`config.mk`:
```
export PLATFORM = sky130hd
export DESIGN_NAME = fixed_partition_allocator
export DESIGN_NICKNAME = d
export VERILOG_FILES = /design/src/hw/rtl/fpa_pkg.sv /design/src/hw/rtl/fpa_ctrl.sv /design/src/hw/rtl/fpa_dp.sv /design/src/hw/rtl/fixed_partition_allocator.sv
export SDC_FILE = /design/constraint.sdc
export NUM_CORES = 1
export LEC_CHECK = 0
export CAP_MARGIN = 20
export CORE_ASPECT_RATIO = 0.6
export CORE_MARGIN = 2
export CORE_UTILIZATION = 64
export DETAILED_ROUTE_END_ITERATION = 8
export DONT_BUFFER_PORTS = 1
export GPL_TIMING_DRIVEN = 0
export PLACE_DENSITY = 0.92
export SLEW_MARGIN = 30
export SYNTH_ARGS = -nofsm -noshare
export SYNTH_HDL_FRONTEND = slang
export SYNTH_SLANG_ARGS = --single-unit
```
`constraint.sdc`:
```
create_clock -name clk -period 5.1 [get_ports clk]
set_input_delay 0.51 -clock clk [delete_from_list [all_inputs] [get_ports clk]]
set_output_delay 0.51 -clock clk [all_outputs]
set_load 0.02 [all_outputs]
```
`src/hw/rtl/fpa_pkg.sv`:
```
`default_nettype none

package fpa_pkg;

  // fixed geometry of the register map and payload
  localparam int SLOTS            = 4;
  localparam int NUM_PARTITIONS_D = 4;
  localparam int MAX_PROCESSES_D  = 128;

  localparam int SIZE_W   = 8;
  localparam int PID_W    = 7;
  localparam int OWNER_W  = 8;
  localparam int SLOT_W   = 2;
  localparam int POLICY_W = 2;
  localparam int CFG_IDX_W  = 3;
  localparam int CFG_DATA_W = 8;

  // register indexes on the configuration port
  typedef enum logic [CFG_IDX_W-1:0] {
    REG_FIT_POLICY  = 3'd0,
    REG_PART_SIZE_0 = 3'd1,
    REG_PART_SIZE_1 = 3'd2,
    REG_PART_SIZE_2 = 3'd3,
    REG_PART_SIZE_3 = 3'd4
  } cfg_reg_t;

  // fit policy codes; the unused code falls back to first fit
  typedef enum logic [POLICY_W-1:0] {
    FIT_FIRST = 2'd0,
    FIT_BEST  = 2'd1,
    FIT_WORST = 2'd2
  } policy_t;

  // request kinds
  typedef enum logic {
    OP_ALLOCATE = 1'b0,
    OP_RELEASE  = 1'b1
  } op_t;

  // result codes
  typedef enum logic [1:0] {
    ST_ALLOCATED = 2'd0,
    ST_NO_FIT    = 2'd1,
    ST_RELEASED  = 2'd2,
    ST_NOT_OWNER = 2'd3
  } status_t;

  localparam logic [SIZE_W-1:0] PART_SIZE_RESET [SLOTS] = '{8'd8, 8'd4, 8'd2, 8'd2};
  localparam logic [POLICY_W-1:0] POLICY_RESET = 2'd0;

  // controller to datapath
  typedef struct packed {
    logic load;
    logic step;
    logic commit;
  } dp_cmd_t;

  // datapath to controller
  typedef struct packed {
    logic scan_last;
  } dp_status_t;

endpackage

`default_nettype wire

```
`src/hw/rtl/fpa_ctrl.sv`:
```
`default_nettype none

module fpa_ctrl (
  input  wire logic                clk,
  input  wire logic                rst,
  input  wire logic                in_valid,
  output logic                     in_stall,
  output logic                     out_valid,
  input  wire logic                out_stall,
  output fpa_pkg::dp_cmd_t         cmd,
  input  wire fpa_pkg::dp_status_t sts
);

  typedef enum logic [1:0] {
    S_IDLE,
    S_SCAN,
    S_COMMIT
  } state_t;

  state_t state;

  // command decode
  assign in_stall   = (state != S_IDLE);
  assign cmd.load   = in_valid && (state == S_IDLE);
  assign cmd.step   = (state == S_SCAN);
  assign cmd.commit = (state == S_COMMIT) && (!out_valid || !out_stall);

  // state and result valid
  always_ff @(posedge clk) begin
    if (rst) begin
      state     <= S_IDLE;
      out_valid <= 1'b0;
    end else begin
      unique case (state)
        S_IDLE: begin
          if (cmd.load) state <= S_SCAN;
        end
        S_SCAN: begin
          if (sts.scan_last) state <= S_COMMIT;
        end
        S_COMMIT: begin
          if (cmd.commit) state <= S_IDLE;
        end
        default: state <= S_IDLE;
      endcase

      if (cmd.commit) begin
        out_valid <= 1'b1;
      end else if (out_valid && !out_stall) begin
        out_valid <= 1'b0;
      end
    end
  end

endmodule

`default_nettype wire

```
`src/hw/rtl/fpa_dp.sv`:
```
`default_nettype none

module fpa_dp #(
  parameter int NUM_PARTITIONS = fpa_pkg::NUM_PARTITIONS_D,
  parameter int MAX_PROCESSES  = fpa_pkg::MAX_PROCESSES_D
) (
  input  wire logic                              clk,
  input  wire logic                              rst,
  input  wire logic                              cfg_write,
  input  wire logic [fpa_pkg::CFG_IDX_W-1:0]     cfg_index,
  input  wire logic [fpa_pkg::CFG_DATA_W-1:0]    cfg_data,
  input  wire logic                              operation,
  input  wire logic [fpa_pkg::PID_W-1:0]         process_id,
  input  wire logic [fpa_pkg::SIZE_W-1:0]        request_size,
  input  wire fpa_pkg::dp_cmd_t                  cmd,
  output fpa_pkg::dp_status_t                    sts,
  output logic [1:0]                             status,
  output logic [fpa_pkg::SLOT_W-1:0]             partition_index
);

  localparam int IDX_W = (NUM_PARTITIONS > 1) ? $clog2(NUM_PARTITIONS) : 1;
  localparam logic [fpa_pkg::SLOT_W-1:0] LAST_SLOT = fpa_pkg::SLOT_W'(NUM_PARTITIONS - 1);
  localparam logic [fpa_pkg::OWNER_W-1:0] PID_LIMIT = fpa_pkg::OWNER_W'(MAX_PROCESSES);

  // configuration registers
  logic [fpa_pkg::POLICY_W-1:0] policy;
  logic [fpa_pkg::SIZE_W-1:0]   part_size [fpa_pkg::SLOTS];

  // owner table, zero marks a free partition
  logic [fpa_pkg::OWNER_W-1:0]  owner [NUM_PARTITIONS];

  // request being worked on
  logic                         op_q;
  logic [fpa_pkg::PID_W-1:0]    pid_q;
  logic [fpa_pkg::SIZE_W-1:0]   need_q;

  // scan state
  logic [fpa_pkg::SLOT_W-1:0]   cnt;
  logic                         found;
  logic [fpa_pkg::SLOT_W-1:0]   pick;
  logic [fpa_pkg::SIZE_W-1:0]   key;

  // result register
  fpa_pkg::status_t             status_q;
  logic [fpa_pkg::SLOT_W-1:0]   index_q;

  logic [fpa_pkg::OWNER_W-1:0]  tag;
  logic [fpa_pkg::OWNER_W-1:0]  own_cur;
  logic [fpa_pkg::SIZE_W-1:0]   size_cur;
  logic [fpa_pkg::SIZE_W-1:0]   left_cur;
  logic                         fits;
  logic                         better;
  logic                         take;
  logic [fpa_pkg::SIZE_W-1:0]   key_cur;
  logic                         pid_ok;

  assign tag      = fpa_pkg::OWNER_W'(pid_q) + 1'b1;
  assign own_cur  = owner[cnt[IDX_W-1:0]];
  assign size_cur = part_size[cnt];
  assign left_cur = size_cur - need_q;
  assign fits     = (own_cur == '0) && (size_cur >= need_q);
  assign pid_ok   = {1'b0, pid_q} < PID_LIMIT;

  // per-entry candidate test: fit policy on allocate, owner match on release
  always_comb begin
    better  = !found;
    key_cur = size_cur;
    if (policy == fpa_pkg::FIT_BEST) begin
      better  = !found || (left_cur < key);
      key_cur = left_cur;
    end else if (policy == fpa_pkg::FIT_WORST) begin
      better  = !found || (size_cur > key);
    end
    if (op_q == fpa_pkg::OP_RELEASE) begin
      take = !found && (own_cur == tag);
    end else begin
      take = fits && better;
    end
  end

  assign sts.scan_last = (cnt == LAST_SLOT);

  // configuration writes
  always_ff @(posedge clk) begin
    if (rst) begin
      policy <= fpa_pkg::POLICY_RESET;
      for (int i = 0; i < fpa_pkg::SLOTS; i++) begin
        part_size[i] <= fpa_pkg::PART_SIZE_RESET[i];
      end
    end else if (cfg_write) begin
      unique case (cfg_index)
        fpa_pkg::REG_FIT_POLICY:  policy       <= cfg_data[fpa_pkg::POLICY_W-1:0];
        fpa_pkg::REG_PART_SIZE_0: part_size[0] <= cfg_data;
        fpa_pkg::REG_PART_SIZE_1: part_size[1] <= cfg_data;
        fpa_pkg::REG_PART_SIZE_2: part_size[2] <= cfg_data;
        fpa_pkg::REG_PART_SIZE_3: part_size[3] <= cfg_data;
        default: ;
      endcase
    end
  end

  // request capture and scan, one partition per cycle
  always_ff @(posedge clk) begin
    if (cmd.load) begin
      op_q   <= operation;
      pid_q  <= process_id;
      need_q <= request_size;
      cnt    <= '0;
      found  <= 1'b0;
      pick   <= '0;
      key    <= '0;
    end else if (cmd.step) begin
      if (take) begin
        found <= 1'b1;
        pick  <= cnt;
        key   <= key_cur;
      end
      if (!sts.scan_last) cnt <= cnt + 1'b1;
    end
  end

  // owner table update and result on commit
  always_ff @(posedge clk) begin
    if (rst) begin
      for (int i = 0; i < NUM_PARTITIONS; i++) begin
        owner[i] <= '0;
      end
    end else if (cmd.commit) begin
      if (pid_ok && found) begin
        if (op_q == fpa_pkg::OP_RELEASE) begin
          owner[pick[IDX_W-1:0]] <= '0;
          status_q               <= fpa_pkg::ST_RELEASED;
        end else begin
          owner[pick[IDX_W-1:0]] <= tag;
          status_q               <= fpa_pkg::ST_ALLOCATED;
        end
        index_q <= pick;
      end else begin
        status_q <= (op_q == fpa_pkg::OP_RELEASE) ? fpa_pkg::ST_NOT_OWNER
                                                   : fpa_pkg::ST_NO_FIT;
        index_q  <= '0;
      end
    end
  end

  assign status          = status_q;
  assign partition_index = index_q;

endmodule

`default_nettype wire

```
`src/hw/rtl/fixed_partition_allocator.sv`:
```
// channel   signals                                        direction
// cfg       cfg_write, cfg_index[2:0], cfg_data[7:0]       in, write only
// in        in_valid, in_stall, operation, process_id,     in, stall out
//           request_size
// out       out_valid, out_stall, status, partition_index  out, stall in
//
// after accept, one partition is examined per cycle by the scan, then a
// commit cycle updates the owner table and loads the result register.
// a new item is accepted the cycle after commit, even while the last result
// is still held; commit waits only while that result is stalled.
// rst is synchronous: all partitions free, configuration registers at their reset values.
`default_nettype none

module fixed_partition_allocator #(
  parameter int NUM_PARTITIONS = fpa_pkg::NUM_PARTITIONS_D,
  parameter int MAX_PROCESSES  = fpa_pkg::MAX_PROCESSES_D
) (
  input  wire logic                           clk,
  input  wire logic                           rst,
  input  wire logic                           cfg_write,
  input  wire logic [fpa_pkg::CFG_IDX_W-1:0]  cfg_index,
  input  wire logic [fpa_pkg::CFG_DATA_W-1:0] cfg_data,
  input  wire logic                           in_valid,
  output logic                                in_stall,
  input  wire logic                           operation,
  input  wire logic [fpa_pkg::PID_W-1:0]      process_id,
  input  wire logic [fpa_pkg::SIZE_W-1:0]     request_size,
  output logic                                out_valid,
  input  wire logic                           out_stall,
  output logic [1:0]                          status,
  output logic [fpa_pkg::SLOT_W-1:0]          partition_index
);

  fpa_pkg::dp_cmd_t    cmd;
  fpa_pkg::dp_status_t sts;

  // sequencing
  fpa_ctrl u_ctrl (
    .clk       (clk),
    .rst       (rst),
    .in_valid  (in_valid),
    .in_stall  (in_stall),
    .out_valid (out_valid),
    .out_stall (out_stall),
    .cmd       (cmd),
    .sts       (sts)
  );

  // owner table, scan and result
  fpa_dp #(
    .NUM_PARTITIONS (NUM_PARTITIONS),
    .MAX_PROCESSES  (MAX_PROCESSES)
  ) u_dp (
    .clk             (clk),
    .rst             (rst),
    .cfg_write       (cfg_write),
    .cfg_index       (cfg_index),
    .cfg_data        (cfg_data),
    .operation       (operation),
    .process_id      (process_id),
    .request_size    (request_size),
    .cmd             (cmd),
    .sts             (sts),
    .status          (status),
    .partition_index (partition_index)
  );

endmodule

`default_nettype wire

```
==> qor.csv <==
stage;metric;value;unit
final_layout;synth-to-layout area growth;8.16;%
synthesis;Post-synth EDFFs;84;
place;Setup WS pre-CTS;-0.132;ns
critical_path;CP max FO;16;
critical_path;cell chain of the critical path;buf_8 > mux4_2 > inv_1 > ha_1 > inv_1 > fa_1 > a211oi_1 > o21bai_1 > a21oi_1 > xnor2_1 > ha_1 > a21o_1 > a211oi_1 > nand2_1 > o21ai_0 > a21oi_1 > o31ai_2 > buf_12 > mux2_4;
final_layout;final std cells w/o fill;573;
floorplan;die area;9230;um^2
worst_hold_path;Worst Hold Class;primary input to flip-flop;
floorplan;core box area;8040;um^2
drt;Vias/cell;6.44;
clocking;CTS tree;done;
critical_path;CP arrival;5.03;ns
power;peak supply drop;0.000261;V
power;P_leak;2.14;nW
floorplan;Die Y-Extent;75.2;um
power;Design Power;2.51;mW
clocking;number of CTS-inserted buffers;9;
place;HPWL Detailed;8660;um
synthesis;Seq/Total Area, Yosys;54.0;%
critical_path;critical path startpoint category;flip-flop;
sta;Least-Margin Pin Slew;0.961;ns
critical_path;Worst Setup End Kind;flip-flop;
critical_path;CP bufs+invs;4;
critical_path;CP top delay family;compound AO/OA/AOI/OAI gates;
worst_hold_path;hold_sp;request_size[5];
final_layout;commonest non-fill, non-tap cells in the layout;edfxtp_1 (84), nor2_1 (43), nand2_1 (38);
clocking;H-Tree Depth;3;
grt;vias in the first global route;3508;
synthesis;synthesized netlist net count;510;
sta;post-route setup slack;0.319;ns
critical_path;critical path required time;5.34;ns
synthesis;Ys Warns;0;
clocking;clock-pin slew on the worst setup and hold paths;0.07;ns
flow_run;max_cap viols;0;
clocking;Clock Path Buffers;2;
sta;Final Hold Fails;0;
sta;final hold slack;0.246;ns
final_layout;commonest non-fill, non-tap cell in the layout;edfxtp_1;
synthesis;syn_area_per_cell;12.0;um^2
place;IO Port Bufs;0;
drt;vias;3688;
final_layout;layout cell share with drive strength beyond 1;9.46;%
clocking;hold-fix buffer count after cts;0;
synthesis;count of different cell masters after synthesis;55;
synthesis;share of synthesized registers carrying an async set or reset;0;%
floorplan;chip width;123;um
place;placed cell area;5550;um^2
place;Cells after DPL;559;
place;routability congestion estimate;0.877;
sta;relative slew slack;35.5;%
drt;remaining antenna violation count;0;
sta;Setup Skew;0.0111;ns
sta;Max Clk Rate;209;MHz
floorplan;initial core utilization;67.3;%
final_layout;Final Net Count;519;
power;P per Cell Area;428;nW/um^2
sta;Setup violations, final;0;
grt;first-pass GRT wire length;18500;um
drt;Routed WL per cell;21.4;um
drt;DRT iter0 DRCs;480;
clocking;Skew-Pair Late Insertion Delay;0.36;ns
sta;Fin Setup TNS;0;ns
sta;period utilization;93.7;%
drt;Routed WL;12300;um
synthesis;synthesized area;5410;um^2
grt;GRT overflow;0;
synthesis;Cells after Synth;451;
floorplan;boundary pin count;38;
synthesis;Main synth FF type;edfxtp_1;
sta;Period minus WS final;4.78;ns
drt;DR pass1 iterations;5;
drt;# DRC;0;
final_layout;fin util;72.8;%
critical_path;max incr delay on CP;0.55;ns
clocking;clk root buf;clkbuf_16;
grt;largest net degree at the start of global routing;23;
critical_path;Critical-path top delay cell;mux4_2;
grt;Tot GR Track Use;28.5;%
grt;initial antenna violation count;0;
critical_path;Crit Path Category;flip-flop to flip-flop;
sta;Final Slew Violations;0;
sta;RSZ-0062 raised after global routing;false;
clocking;clk sinks;104;
final_layout;number of diodes;0;
final_layout;Finished Cell Area;5850;um^2
floorplan;Rows;25;
synthesis;Yosys reg bits;104;
outcome;status;completed;
==> layer usage <==
layer | GRT usage (%) | wire length, um
met5 | 0 | 0
met1 | 37.6 | 4920
met2 | 45.1 | 5620
met3 | 10.2 | 1520
met4 | 8.43 | 198
==> area by class of cell <==
cell class                      instances  area (um^2)
Clock buffer                           10          229
Sequential cell                       104         2920
Inverter                               32          120
Clock inverter                          6         77.6
Multi-Input combinational cell        300         2290
Tap cell                              108          135
Fill cell                             495         2180
Buffer                                 13         80.1
==> registers in the layout, indices dropped and copies added (netlist names), named ones only <==
register and flops:
u_dp.owner 32, u_dp.part_size 32, u_dp.key 8, u_dp.need_q 8
u_dp.pid_q 7, u_ctrl.state 2, u_dp.cnt 2, u_dp.partition_index 2
u_dp.pick 2, u_dp.policy 2, u_dp.status 2, u_ctrl.out_valid 1
u_dp.found 1, u_dp.op_q 1
==> logic make-up after synthesis <==
kind of cell             after synthesis  share of synthesized area [%]
AND/OR/NAND/NOR                      173                           16.4
multiplexers                          32                           10.2
adder cells (fa/ha/maj)               27                           6.38
flip-flops                           104                           54.0
AO/OA/AOI/OAI                         51                           6.33
XOR/XNOR                              17                           3.01
buffers and inverters                 47                           3.72
==> worst reg2reg max path, delay by kind of cell (launching register included) <==
kind,cells,cell delay (ns)
muxes,2,0.87
AOI/OAI and AO/OA,8,1.68
DFF,1,0.34
and+or+nand+nor,1,0.10
adders and majority gates,3,0.92
xor gates and xnor gates,1,0.18
buffers and inverters,4,0.59
==> synth_stat cells, drive strengths merged, types with 2 or more instances <==
library cell | n | area share, %
xnor2 | 9 | 1.5
nor4 | 2 | 0.23
nand3 | 8 | 0.74
or3 | 6 | 0.69
o21ai | 8 | 0.74
a21boi | 2 | 0.28
nand2 | 38 | 2.6
a21o | 3 | 0.42
a21oi | 14 | 1.3
o31ai | 2 | 0.37
nor4b | 2 | 0.44
o21bai | 5 | 0.69
mux4 | 16 | 6.9
nor3 | 11 | 1.0
or2 | 3 | 0.35
mux2 | 6 | 1.4
nor2 | 43 | 3.0
nand2b | 11 | 1.3
a211oi | 3 | 0.42
o211ai | 2 | 0.28
mux2i | 10 | 1.8
nor2b | 5 | 0.58
clkbuf | 11 | 0.76
ha | 26 | 6.0
xor2 | 7 | 1.1
a31oi | 2 | 0.23
edfxtp | 84 | 47
a22o | 4 | 0.65
nor3b | 3 | 0.42
and2 | 30 | 3.5
inv | 32 | 2.2
dfxtp | 20 | 7.4
nand4 | 5 | 0.58
buf | 4 | 0.74
or4 | 2 | 0.35
==> path summary, 6_finish.rpt <==
kind	end	slack [ns]	cells past startpoint
setup reg to reg	u_dp.key[2]$_SDFFE_PP0P_	0.32	19
hold reg to reg	u_dp.key[6]$_SDFFE_PP0P_	0.47	2
setup / recovery	u_dp.key[2]$_SDFFE_PP0P_	0.32	19
hold / removal	u_dp.need_q[5]$_DFFE_PP_	0.25	0
==> power breakdown <==
part           switching, mW  internal, mW  leakage [nW]
clock network          0.326         0.391         0.147
registers             0.0359         0.969         0.993
logic                  0.434         0.351         0.999
==> what timing repair did <==
item	4_1_cts	5_1_grt
pin swaps	0	0
setup endpoints to repair	10	10
gates resized for setup	1	4
setup buffers	0	0
(Power assumes the default switching activity.)
